==> config.mk <==
export PLATFORM = sky130hd
export DESIGN_NAME = rpn_integer_calculator
export DESIGN_NICKNAME = d
export VERILOG_FILES = /design/src/hdl/rpn_pkg.sv /design/src/hdl/rpn_divider.sv /design/src/hdl/rpn_datapath.sv /design/src/hdl/rpn_controller.sv /design/src/hdl/rpn_integer_calculator.sv
export SDC_FILE = /design/constraint.sdc
export NUM_CORES = 2
export LEC_CHECK = 0
export BUFFER_PORTS_ARGS = -buffer_cell sky130_fd_sc_hd__buf_4
export CAP_MARGIN = 25
export CORE_MARGIN = 3
export CORE_UTILIZATION = 58
export DETAILED_ROUTE_END_ITERATION = 7
export PLACE_DENSITY = 0.77
export SLEW_MARGIN = 5
export SYNTH_ARGS = -nofsm -noshare
export SYNTH_HDL_FRONTEND = slang
export SYNTH_SLANG_ARGS = --single-unit
export TNS_END_PERCENT = 5
==> constraint.sdc <==
create_clock -name clk -period 6.8 [get_ports clk]
set_clock_uncertainty 0.05 [all_clocks]
set_input_delay 0.34 -clock clk [delete_from_list [all_inputs] [get_ports clk]]
set_output_delay 0.34 -clock clk [all_outputs]
set_load 0.03 [all_outputs]
==> src/hdl/rpn_pkg.sv <==
// ----------------------------------------------------------------------------
// rpn_pkg
// Shared constants, codes and controller/datapath interface types for the
// RPN integer calculator.
// ----------------------------------------------------------------------------
package rpn_pkg;

    localparam int STACK_DEPTH = 64;
    localparam int CNT_W       = $clog2(STACK_DEPTH + 1);
    localparam int PTR_W       = $clog2(STACK_DEPTH);
    localparam int DATA_W      = 32;
    localparam int CHAR_W      = 8;
    localparam int DIGIT_W     = 4;
    localparam int DIV_CNT_W   = $clog2(DATA_W);

    localparam logic [CHAR_W-1:0] CH_ZERO  = 8'h30;
    localparam logic [CHAR_W-1:0] CH_NINE  = 8'h39;
    localparam logic [CHAR_W-1:0] CH_PLUS  = 8'h2B;
    localparam logic [CHAR_W-1:0] CH_MINUS = 8'h2D;
    localparam logic [CHAR_W-1:0] CH_STAR  = 8'h2A;
    localparam logic [CHAR_W-1:0] CH_SLASH = 8'h2F;

    typedef enum logic [2:0] {
        ST_OK       = 3'd0,
        ST_DEPTH    = 3'd1,
        ST_EMPTY    = 3'd2,
        ST_DIVZERO  = 3'd3,
        ST_OVERFLOW = 3'd4
    } status_t;

    typedef enum logic [3:0] {
        S_IDLE,
        S_DECODE,
        S_PUSH_ACC,
        S_OPCHK,
        S_RD_B,
        S_RD_A,
        S_EXEC,
        S_DIV,
        S_PUSH_RES,
        S_EMIT,
        S_HALT
    } state_t;

    // what the pending result carries
    typedef enum logic [1:0] {
        EMIT_VALUE,
        EMIT_ERROR,
        EMIT_DEPTH,
        EMIT_EMPTY
    } emit_t;

    typedef enum logic [1:0] {
        RD_TOP,
        RD_SECOND,
        RD_BOTTOM
    } rd_sel_t;

    typedef struct packed {
        logic    capture;
        logic    acc_digit;
        logic    push;
        logic    push_res;
        logic    pop2;
        logic    rd_en;
        rd_sel_t rd_sel;
        logic    load_b;
        logic    load_a;
        logic    exec;
        logic    div_start;
        logic    res_from_div;
        logic    out_load;
        emit_t   out_kind;
        logic    line_clear;
    } dp_cmd_t;

    typedef struct packed {
        logic eol;
        logic is_digit;
        logic pending;
        logic is_op;
        logic is_div;
        logic b_zero;
        logic cnt_lt2;
        logic cnt_eq1;
        logic err_nz;
        logic div_done;
    } dp_stat_t;

endpackage

==> src/hdl/rpn_divider.sv <==
// ----------------------------------------------------------------------------
// rpn_divider
// Iterative signed 32-bit divider, one quotient bit per cycle, truncating.
// ----------------------------------------------------------------------------
module rpn_divider
(
    input  logic                      clk,
    input  logic                      rst_n,
    input  logic                      start,
    input  logic [rpn_pkg::DATA_W-1:0] dividend,
    input  logic [rpn_pkg::DATA_W-1:0] divisor,
    output logic                      done,
    output logic [rpn_pkg::DATA_W-1:0] quotient
);
    import rpn_pkg::*;

    logic                 busy_reg, busy_next;
    logic                 done_reg, done_next;
    logic [DIV_CNT_W-1:0] cnt_reg, cnt_next;
    logic [DATA_W-1:0]    q_reg, q_next;
    logic [DATA_W-1:0]    r_reg, r_next;
    logic [DATA_W-1:0]    d_reg, d_next;
    logic                 neg_reg, neg_next;
    logic [DATA_W:0]      r_shift;
    logic [DATA_W:0]      diff;

    assign r_shift = {r_reg, q_reg[DATA_W-1]};
    assign diff    = r_shift - {1'b0, d_reg};

    always_comb
    begin
        busy_next = busy_reg;
        done_next = 1'b0;
        cnt_next  = cnt_reg;
        q_next    = q_reg;
        r_next    = r_reg;
        d_next    = d_reg;
        neg_next  = neg_reg;
        if (start)
        begin
            busy_next = 1'b1;
            cnt_next  = '0;
            q_next    = dividend[DATA_W-1] ? (~dividend + 1'b1) : dividend;
            d_next    = divisor[DATA_W-1] ? (~divisor + 1'b1) : divisor;
            r_next    = '0;
            neg_next  = dividend[DATA_W-1] ^ divisor[DATA_W-1];
        end
        else if (busy_reg)
        begin
            // restoring step: dividend shifts out of q as quotient bits shift in
            if (!diff[DATA_W])
            begin
                r_next = diff[DATA_W-1:0];
                q_next = {q_reg[DATA_W-2:0], 1'b1};
            end
            else
            begin
                r_next = r_shift[DATA_W-1:0];
                q_next = {q_reg[DATA_W-2:0], 1'b0};
            end
            cnt_next = cnt_reg + 1'b1;
            if (cnt_reg == DIV_CNT_W'(DATA_W - 1))
            begin
                busy_next = 1'b0;
                done_next = 1'b1;
            end
        end
    end

    always_ff @(posedge clk or negedge rst_n)
    begin
        if (!rst_n)
        begin
            busy_reg <= 1'b0;
            done_reg <= 1'b0;
        end
        else
        begin
            busy_reg <= busy_next;
            done_reg <= done_next;
        end
    end

    always_ff @(posedge clk)
    begin
        cnt_reg <= cnt_next;
        q_reg   <= q_next;
        r_reg   <= r_next;
        d_reg   <= d_next;
        neg_reg <= neg_next;
    end

    assign done     = done_reg;
    assign quotient = neg_reg ? (~q_reg + 1'b1) : q_reg;

endmodule

==> src/hdl/rpn_datapath.sv <==
// ----------------------------------------------------------------------------
// rpn_datapath
// Value stack memory, number accumulator, operand registers, arithmetic,
// line error record and the result output register.
// ----------------------------------------------------------------------------
module rpn_datapath
(
    input  logic                       clk,
    input  logic                       rst_n,
    input  rpn_pkg::dp_cmd_t           cmd,
    output rpn_pkg::dp_stat_t          stat,
    input  logic [rpn_pkg::CHAR_W-1:0] char_code,
    input  logic                       end_of_line,
    output logic [rpn_pkg::DATA_W-1:0] value,
    output rpn_pkg::status_t           status
);
    import rpn_pkg::*;

    logic [DATA_W-1:0]   stack_mem [STACK_DEPTH];
    logic [DATA_W-1:0]   rd_data_reg;
    logic [PTR_W-1:0]    rd_addr;
    logic [CNT_W-1:0]    cnt_m1, cnt_m2;

    logic [CHAR_W-1:0]   char_reg;
    logic                eol_reg;
    logic [CNT_W-1:0]    cnt_reg, cnt_next;
    logic [DATA_W-1:0]   acc_reg, acc_next;
    logic                pend_reg, pend_next;
    status_t             err_reg, err_next;
    logic [DATA_W-1:0]   a_reg, b_reg;
    logic [DATA_W-1:0]   res_reg;
    logic [DATA_W-1:0]   value_reg;
    status_t             status_reg;

    logic                full;
    logic                wr_en;
    logic [DATA_W-1:0]   wr_data;
    logic [DIGIT_W-1:0]  digit;
    logic [DATA_W-1:0]   prod;
    logic                div_done;
    logic [DATA_W-1:0]   div_q;
    logic                note_err;
    status_t             note_code;

    rpn_divider u_div
    (
        .clk      (clk),
        .rst_n    (rst_n),
        .start    (cmd.div_start),
        .dividend (a_reg),
        .divisor  (b_reg),
        .done     (div_done),
        .quotient (div_q)
    );

    assign full    = (cnt_reg == CNT_W'(STACK_DEPTH));
    assign wr_en   = cmd.push && !full;
    assign wr_data = cmd.push_res ? res_reg : acc_reg;
    assign cnt_m1  = cnt_reg - CNT_W'(1);
    assign cnt_m2  = cnt_reg - CNT_W'(2);
    assign digit   = DIGIT_W'(char_reg - CH_ZERO);
    // only the low word of the product is kept
    assign prod    = a_reg * b_reg;

    always_comb
    begin
        case (cmd.rd_sel)
            RD_TOP:    rd_addr = cnt_m1[PTR_W-1:0];
            RD_SECOND: rd_addr = cnt_m2[PTR_W-1:0];
            default:   rd_addr = '0;
        endcase
    end

    always_ff @(posedge clk)
    begin
        if (wr_en)
            stack_mem[cnt_reg[PTR_W-1:0]] <= wr_data;
        if (cmd.rd_en)
            rd_data_reg <= stack_mem[rd_addr];
    end

    always_comb
    begin
        note_err  = 1'b0;
        note_code = ST_OK;
        if (cmd.push && full)
        begin
            note_err  = 1'b1;
            note_code = ST_OVERFLOW;
        end
        else if (cmd.exec && (char_reg == CH_SLASH) && (b_reg == '0))
        begin
            note_err  = 1'b1;
            note_code = ST_DIVZERO;
        end
    end

    always_comb
    begin
        cnt_next  = cnt_reg;
        acc_next  = acc_reg;
        pend_next = pend_reg;
        err_next  = err_reg;
        if (cmd.line_clear)
        begin
            cnt_next  = '0;
            acc_next  = '0;
            pend_next = 1'b0;
            err_next  = ST_OK;
        end
        else
        begin
            if (cmd.acc_digit)
            begin
                // acc * 10 as two shifts
                acc_next  = (acc_reg << 3) + (acc_reg << 1) + DATA_W'(digit);
                pend_next = 1'b1;
            end
            if (cmd.push && !cmd.push_res)
            begin
                acc_next  = '0;
                pend_next = 1'b0;
            end
            if (cmd.pop2)
                cnt_next = cnt_m2;
            else if (wr_en)
                cnt_next = cnt_reg + CNT_W'(1);
            // first error of the line wins
            if (note_err && (err_reg == ST_OK))
                err_next = note_code;
        end
    end

    always_ff @(posedge clk or negedge rst_n)
    begin
        if (!rst_n)
        begin
            cnt_reg  <= '0;
            acc_reg  <= '0;
            pend_reg <= 1'b0;
            err_reg  <= ST_OK;
        end
        else
        begin
            cnt_reg  <= cnt_next;
            acc_reg  <= acc_next;
            pend_reg <= pend_next;
            err_reg  <= err_next;
        end
    end

    always_ff @(posedge clk)
    begin
        if (cmd.capture)
        begin
            char_reg <= char_code;
            eol_reg  <= end_of_line;
        end
        if (cmd.load_b)
            b_reg <= rd_data_reg;
        if (cmd.load_a)
            a_reg <= rd_data_reg;
        if (cmd.exec)
        begin
            case (char_reg)
                CH_PLUS:  res_reg <= a_reg + b_reg;
                CH_MINUS: res_reg <= a_reg - b_reg;
                CH_STAR:  res_reg <= prod;
                default:  res_reg <= '0;
            endcase
        end
        else if (cmd.res_from_div)
            res_reg <= div_q;
        if (cmd.out_load)
        begin
            case (cmd.out_kind)
                EMIT_VALUE:
                begin
                    value_reg  <= rd_data_reg;
                    status_reg <= ST_OK;
                end
                EMIT_ERROR:
                begin
                    value_reg  <= '0;
                    status_reg <= err_reg;
                end
                EMIT_DEPTH:
                begin
                    value_reg  <= '0;
                    status_reg <= ST_DEPTH;
                end
                default:
                begin
                    value_reg  <= '0;
                    status_reg <= ST_EMPTY;
                end
            endcase
        end
    end

    always_comb
    begin
        stat.eol      = eol_reg;
        stat.is_digit = char_reg inside {[CH_ZERO:CH_NINE]};
        stat.pending  = pend_reg;
        stat.is_op    = char_reg inside {CH_PLUS, CH_MINUS, CH_STAR, CH_SLASH};
        stat.is_div   = (char_reg == CH_SLASH);
        stat.b_zero   = (b_reg == '0);
        stat.cnt_lt2  = (cnt_reg < CNT_W'(2));
        stat.cnt_eq1  = (cnt_reg == CNT_W'(1));
        stat.err_nz   = (err_reg != ST_OK);
        stat.div_done = div_done;
    end

    assign value  = value_reg;
    assign status = status_reg;

endmodule

==> src/hdl/rpn_controller.sv <==
// ----------------------------------------------------------------------------
// rpn_controller
// Sequencer for the calculator: decodes each captured character, steps the
// stack reads and arithmetic, and owns both channel handshakes.
// ----------------------------------------------------------------------------
module rpn_controller
(
    input  logic              clk,
    input  logic              rst_n,
    input  logic              in_valid,
    output logic              in_ready,
    output logic              out_valid,
    input  logic              out_ready,
    input  rpn_pkg::dp_stat_t stat,
    output rpn_pkg::dp_cmd_t  cmd
);
    import rpn_pkg::*;

    state_t state_reg, state_next;
    emit_t  emit_reg, emit_next;
    logic   out_valid_reg, out_valid_next;
    logic   out_free;

    assign out_free = !out_valid_reg || out_ready;

    // next state
    always_comb
    begin
        state_next = state_reg;
        emit_next  = emit_reg;
        case (state_reg)
            S_IDLE:
                if (in_valid)
                    state_next = S_DECODE;
            S_DECODE:
                if (stat.eol)
                begin
                    state_next = S_EMIT;
                    if (stat.err_nz)
                        emit_next = EMIT_ERROR;
                    else if (stat.cnt_eq1)
                        emit_next = EMIT_VALUE;
                    else
                        emit_next = EMIT_DEPTH;
                end
                else if (stat.is_digit)
                    state_next = S_IDLE;
                else if (stat.pending)
                    state_next = S_PUSH_ACC;
                else
                    state_next = S_OPCHK;
            S_PUSH_ACC:
                state_next = S_OPCHK;
            S_OPCHK:
                if (!stat.is_op)
                    state_next = S_IDLE;
                else if (stat.cnt_lt2)
                begin
                    state_next = S_EMIT;
                    emit_next  = EMIT_EMPTY;
                end
                else
                    state_next = S_RD_B;
            S_RD_B:
                state_next = S_RD_A;
            S_RD_A:
                state_next = S_EXEC;
            S_EXEC:
                if (stat.is_div && !stat.b_zero)
                    state_next = S_DIV;
                else
                    state_next = S_PUSH_RES;
            S_DIV:
                if (stat.div_done)
                    state_next = S_PUSH_RES;
            S_PUSH_RES:
                state_next = S_IDLE;
            S_EMIT:
                if (out_free)
                    state_next = (emit_reg == EMIT_EMPTY) ? S_HALT : S_IDLE;
            S_HALT:
                state_next = S_HALT;
            default:
                state_next = S_IDLE;
        endcase
    end

    // commands
    always_comb
    begin
        cmd            = '0;
        cmd.rd_sel     = RD_TOP;
        cmd.out_kind   = emit_reg;
        in_ready       = 1'b0;
        out_valid_next = out_valid_reg && !out_ready;
        case (state_reg)
            S_IDLE:
            begin
                in_ready    = 1'b1;
                cmd.capture = in_valid;
            end
            S_DECODE:
                if (stat.eol)
                begin
                    // bottom entry, used only when the depth is one
                    cmd.rd_en  = 1'b1;
                    cmd.rd_sel = RD_BOTTOM;
                end
                else if (stat.is_digit)
                    cmd.acc_digit = 1'b1;
            S_PUSH_ACC:
                cmd.push = 1'b1;
            S_OPCHK:
            begin
                cmd.rd_en  = 1'b1;
                cmd.rd_sel = RD_TOP;
            end
            S_RD_B:
            begin
                cmd.load_b = 1'b1;
                cmd.rd_en  = 1'b1;
                cmd.rd_sel = RD_SECOND;
            end
            S_RD_A:
                cmd.load_a = 1'b1;
            S_EXEC:
            begin
                cmd.exec      = 1'b1;
                cmd.pop2      = 1'b1;
                cmd.div_start = stat.is_div && !stat.b_zero;
            end
            S_DIV:
                cmd.res_from_div = stat.div_done;
            S_PUSH_RES:
            begin
                cmd.push     = 1'b1;
                cmd.push_res = 1'b1;
            end
            S_EMIT:
                if (out_free)
                begin
                    cmd.out_load   = 1'b1;
                    cmd.line_clear = (emit_reg != EMIT_EMPTY);
                    out_valid_next = 1'b1;
                end
            S_HALT:
                in_ready = 1'b1;    // transactions are taken and dropped
            default:
                in_ready = 1'b0;
        endcase
    end

    always_ff @(posedge clk or negedge rst_n)
    begin
        if (!rst_n)
        begin
            state_reg     <= S_IDLE;
            emit_reg      <= EMIT_DEPTH;
            out_valid_reg <= 1'b0;
        end
        else
        begin
            state_reg     <= state_next;
            emit_reg      <= emit_next;
            out_valid_reg <= out_valid_next;
        end
    end

    assign out_valid = out_valid_reg;

endmodule

==> src/hdl/rpn_integer_calculator.sv <==
// ----------------------------------------------------------------------------
// rpn_integer_calculator
// Reverse Polish integer calculator fed one character per transaction.
// ----------------------------------------------------------------------------
// Input channel (in_valid/in_ready): char_code plus end_of_line. Digits build
// a 32-bit wrapping number; any other character pushes it; + - * / pop two
// values and push (second op top). end_of_line asks for the line result.
// Output channel (out_valid/out_ready): value and status, one result per
// line end, or one when an operator finds fewer than two values.
// Each transaction runs to its end before the next one is accepted: a digit
// is decoded and accumulated; any other character first pushes a pending
// number, then is checked; + - * / then read both operands, execute and
// push, / waiting on the divider unless the divisor is zero; end of line
// goes to the emit state, which loads the result into the output register.
// Stack reads go through the single registered read port of the stack
// memory, so the two operands are read one after the other.
// A finished result sits in the output register while the next transaction
// is taken; a stalled receiver holds the block only when another result is
// ready to be loaded. Reset clears the line state and empties the stack.
// After a short-stack error the block keeps accepting transactions but
// ignores them until reset.
// ----------------------------------------------------------------------------
module rpn_integer_calculator
(
    input  logic                       clk,
    input  logic                       rst_n,
    input  logic                       in_valid,
    output logic                       in_ready,
    input  logic [rpn_pkg::CHAR_W-1:0] char_code,
    input  logic                       end_of_line,
    output logic                       out_valid,
    input  logic                       out_ready,
    output logic [rpn_pkg::DATA_W-1:0] value,
    output rpn_pkg::status_t           status
);
    import rpn_pkg::*;

    dp_cmd_t  cmd;
    dp_stat_t stat;

    rpn_controller u_ctrl
    (
        .clk       (clk),
        .rst_n     (rst_n),
        .in_valid  (in_valid),
        .in_ready  (in_ready),
        .out_valid (out_valid),
        .out_ready (out_ready),
        .stat      (stat),
        .cmd       (cmd)
    );

    rpn_datapath u_dp
    (
        .clk         (clk),
        .rst_n       (rst_n),
        .cmd         (cmd),
        .stat        (stat),
        .char_code   (char_code),
        .end_of_line (end_of_line),
        .value       (value),
        .status      (status)
    );

endmodule

==> impl_summary.md <==
Status
The flow ran to the end, but the final reports show violations. The checks that failed: setup timing.

Clocking
The number of buffers created by CTS is around 230. The maximum clock path buffer count is 3. TritonCTS built the clock tree. The clock net in this run drives a total of 2373 sinks. The clock-pin transition on the worst setup and hold timing paths is ~0.080 ns. The later pin in the worst-skew pair is clocked with a latency of approximately 0.9 ns. The H-tree was split into 4 levels. The root buffer cell chosen for the clock tree is sky130_fd_sc_hd__clkbuf_16.

Final layout
The library cell used most frequently in the layout, excluding fill and tap cells, is sky130_fd_sc_hd__nand2_1. The flip-flop count of the largest register, all copies and words added is about 2000. In the final layout, the share of cells above drive strength 1 is 0.102. With fillers left out, the area of the finished cells amounts to ~130000 um^2. The area growth from synthesis to layout is 12.0%. The final layout net count is about 11000. The library cells used most frequently in the layout, excluding fill and tap cells, are 2448 x sky130_fd_sc_hd__nand2_1, 2285 x sky130_fd_sc_hd__edfxtp_1, 549 x sky130_fd_sc_hd__nand3_1, 479 x sky130_fd_sc_hd__buf_4, 451 x sky130_fd_sc_hd__inv_1.

Timing
The remaining max-slew budget at the tightest pin is 0.200. The final-report max-slew violation count was 0. Setup repair after global routing could not meet its margin everywhere.

For the pin with the worst max-slew slack, the measured transition is 1.19 ns. After layout, the worst setup slack is -0.492 ns. The number of setup violations in the final report is 19. Static timing analysis puts the maximum clock frequency at approximately 140 MHz. The post-route minimum period is 7.29 ns. The number of hold-slack violations in the final timing report is 0. The final clock period utilization by the worst path is 1.07.

Routing
The detail route stage leaves a number of antenna-violating nets equal to 0. The number of design-rule violations left by the first detailed-router iteration is 11958. The detail-routed via count per cell is about 6.4. In the final routed layout, each cell accounts on average for ~26 um. The number of vias in the routed layout is 81554. The first TritonRoute pass finished after 8 iterations.

For this run, design rule violations remaining after detail routing come to 0. The final wirelength is 340000 um.

Yosys
For this run, the number of Yosys warnings is 0. When the netlist entered floorplanning its net count stood at about 11000. The unique cell type count in the Yosys netlist is between 70 and 80. The sequential fraction of the synthesis area is 0.606. The synthesized design contains 2373 register bits. Synthesis produced roughly 9800 cells.

In the synthesized netlist the dominant register cell turns out to be sky130_fd_sc_hd__edfxtp_1. The combined area of all synthesized cells is between 100000 and 150000 um^2. The average size of a mapped cell is about 12 um^2.

The share of the synthesized area in the top cell type is 0.589. The count of flip-flops with a built-in enable after synthesis is ~2300. Ranked by total cell area, the synthesized netlist is headed by sky130_fd_sc_hd__edfxtp_1 59%, sky130_fd_sc_hd__nand2_1 7.9%, sky130_fd_sc_hd__fa_1 7.1%. The cell taking the most area after synthesis is sky130_fd_sc_hd__edfxtp_1. In the synthesized netlist the async set-or-reset flop fraction comes to 0.0215.

Run
The number of violations of the max-capacitance limit is 0.

GRT
The first global-routing pass estimated around 500000 um of wire. The number of antenna violations at the first check in global routing is 15. The via count of the first global-routing pass is 79720.

The largest net degree at the start of global routing is about 140. The total overflow left after global routing is 0. The overall routing resource usage is 0.327.

Placed design
The post-placement setup slack is -0.655 ns. After legalization and detailed placement, the total HPWL measured 213000 um. The count of buffers added on input and output ports is between 40 and 50. After detailed placement, the total cell area comes to around 120000 um^2.

The congestion estimate from routability-driven global placement came to roughly 1.0.

Floorplanning
The boundary pin count is 50. Row generation in the floorplan step produced approximately 160 rows. In this run the horizontal extent of the chip is approximately 450 um. For this configuration, the core starts out at a cell density of 0.587. The placeable core region is ~200000 um^2. From bottom edge to top edge, the die measures around 450 um. The die covers between 200000 and 250000 um^2.

Critical path
The highest fanout seen on the critical path is 10. STA puts the critical path data arrival time at ~8 ns. The worst setup path is captured at a flip-flop. The start-to-end type of the worst setup path is flip-flop to flip-flop.

STA classifies the critical path startpoint as a flip-flop. The required time at the worst-slack endpoint is ~7.5 ns.

Power
The internal portion of the total power is 0.0313 W. The peak ir drop on the vdd network is around 0.00058 V. Dividing total power by cell area gives a power density of around 420 nW/um^2. The power share of the combinational group is 0.447. In this run the power spent charging and discharging nets is between 0.02 and 0.025 W.

The share of total power in the clock network is 0.228. The switching part of the total power is 0.423. The analysis attributes to cell leakage a power of 49.2 nW.

Of the total power, registers draw 0.325. The overall power of the completed layout is 0.0542 W.

Worst hold path
The worst hold path belongs to the class input pin to asynchronous set/reset pin.
## final timing paths
check	end	slack, ns	startpoint	cells after the start
max in group asynchronous	u_dp.acc_reg[20]	6.03	rst_n	2
min reg2reg	u_dp.b_reg[24]	0.39	u_dp.rd_data_reg[24]	0
max reg2reg	u_dp.res_reg[30]	-0.49	u_dp.b_reg[3]	25
min in group clk	u_dp.char_reg[1]	0.11	char_code[1]	2
min	u_dp.u_div.busy_reg	0.08	rst_n	2
max	u_dp.res_reg[30]	-0.49	u_dp.b_reg[3]	25
## routing by layer
metal	wire length, um	vias to the layer above	part of all wire	track usage
met2	159000	5348	0.47	0.519
li1	-	35286	-	-
met3	38400	929	0.11	0.0642
met1	124000	39985	0.37	0.438
met5	34	-	0.00010	0
met4	17800	6	0.052	0.155
## what timing repair did
action / CTS / global route
pin swaps: 6 / 9
hold buffers: 13 / 0
gates cloned: 0 / 1
setup buffers: 3 / 6
gates resized for setup: 13 / 18
endpoints found under the hold margin: 73 / 0
endpoints found under the setup margin: 19 / 21
## critical path, stage by stage (launching register included)
cell	delay, ns
sky130_fd_sc_hd__edfxtp_1	0.55
sky130_fd_sc_hd__buf_6	0.21
sky130_fd_sc_hd__and2_1	0.17
sky130_fd_sc_hd__fa_1	0.50
sky130_fd_sc_hd__inv_1	0.05
sky130_fd_sc_hd__fa_1	0.52
sky130_fd_sc_hd__fa_1	0.45
sky130_fd_sc_hd__fa_1	0.54
sky130_fd_sc_hd__inv_1	0.04
sky130_fd_sc_hd__ha_1	0.27
sky130_fd_sc_hd__ha_1	0.31
sky130_fd_sc_hd__fa_1	0.45
sky130_fd_sc_hd__fa_1	0.55
sky130_fd_sc_hd__ha_4	0.22
sky130_fd_sc_hd__and2_1	0.14
sky130_fd_sc_hd__a221o_1	0.35
sky130_fd_sc_hd__a31oi_2	0.24
sky130_fd_sc_hd__o22ai_2	0.12
sky130_fd_sc_hd__o21bai_1	0.18
sky130_fd_sc_hd__a31oi_1	0.11
sky130_fd_sc_hd__buf_4	0.17
sky130_fd_sc_hd__o21a_1	0.21
sky130_fd_sc_hd__o41ai_2	0.25
sky130_fd_sc_hd__xnor2_1	0.23
sky130_fd_sc_hd__nand2_1	0.10
sky130_fd_sc_hd__a32oi_1	0.20
## power by group through the flow
stage	sequential, W	clock, W	combinational (W)
global placement	0.0179	0	0.0227
CTS	0.0176	0.0124	0.0235
detailed placement	0.0179	0	0.0233
finish	0.0176	0.0124	0.0242
global route	0.0176	0.0130	0.0259
floorplan	0.0176	0	0.0148
## Yosys cell counts, types with 17 or more instances
master,instances
sky130_fd_sc_hd__nand2_1,2450
sky130_fd_sc_hd__edfxtp_1,2285
sky130_fd_sc_hd__clkbuf_1,599
sky130_fd_sc_hd__nand3_1,550
sky130_fd_sc_hd__inv_1,453
sky130_fd_sc_hd__fa_1,412
sky130_fd_sc_hd__a311oi_1,389
sky130_fd_sc_hd__and2_1,344
sky130_fd_sc_hd__a21oi_1,307
sky130_fd_sc_hd__and3_1,270
sky130_fd_sc_hd__ha_1,259
sky130_fd_sc_hd__nor2_1,218
sky130_fd_sc_hd__xnor2_1,159
sky130_fd_sc_hd__o21ai_0,156
sky130_fd_sc_hd__a31oi_1,141
sky130_fd_sc_hd__xor2_1,131
sky130_fd_sc_hd__a211oi_1,114
sky130_fd_sc_hd__dfrtp_1,50
sky130_fd_sc_hd__a21o_1,49
sky130_fd_sc_hd__nor3_1,41
sky130_fd_sc_hd__buf_1,39
sky130_fd_sc_hd__dfxtp_1,37
sky130_fd_sc_hd__mux2_2,34
sky130_fd_sc_hd__mux2i_1,32
sky130_fd_sc_hd__o31ai_1,30
sky130_fd_sc_hd__or3_1,29
sky130_fd_sc_hd__a221oi_1,27
sky130_fd_sc_hd__nand2b_1,27
sky130_fd_sc_hd__o41ai_1,19
sky130_fd_sc_hd__nor2b_1,17
## stage by stage
stage / setup TNS (ns) / hold slack, ns / util / cells
after global routing: -10.58 / 0.0833 / 0.657 / 12816
after floorplan: -0.483 / -0.00559 / - / 9841
after detailed placement: -8.07 / 0.393 / 0.618 / 12359
after global placement: -7.44 / 0.381 / 0.617 / 12352
after CTS: -5.63 / 0.0325 / 0.656 / 12797
final: -5.27 / 0.0832 / 0.657 / 12820
## cell type report
class	count	area [um^2]
Sequential cell	2373	70600
Clock inverter	143	1290
Tap cell	2640	3300
Inverter	454	1700
Fill cell	13978	68000
Multi-Input combinational cell	6367	42600
Timing Repair Buffer	560	4990
Clock buffer	279	5950
Antenna cell	4	10.0
## kinds of logic (layout without fill, tap and decap cells)
group | after synthesis | count (layout) | share of synthesized area
adders and majority gates | 671 | 671 | 0.0986
AOI/OAI and AO/OA | 1336 | 1336 | 0.0799
muxes | 66 | 66 | 0.00604
xor gates and xnor gates | 290 | 290 | 0.0218
DFF | 2373 | 2373 | 0.606
buffers and inverters | 1101 | 1436 | 0.0356
other | 0 | 4 | 0
and+or+nand+nor | 4004 | 4004 | 0.152
(Power assumes the default switching activity.)
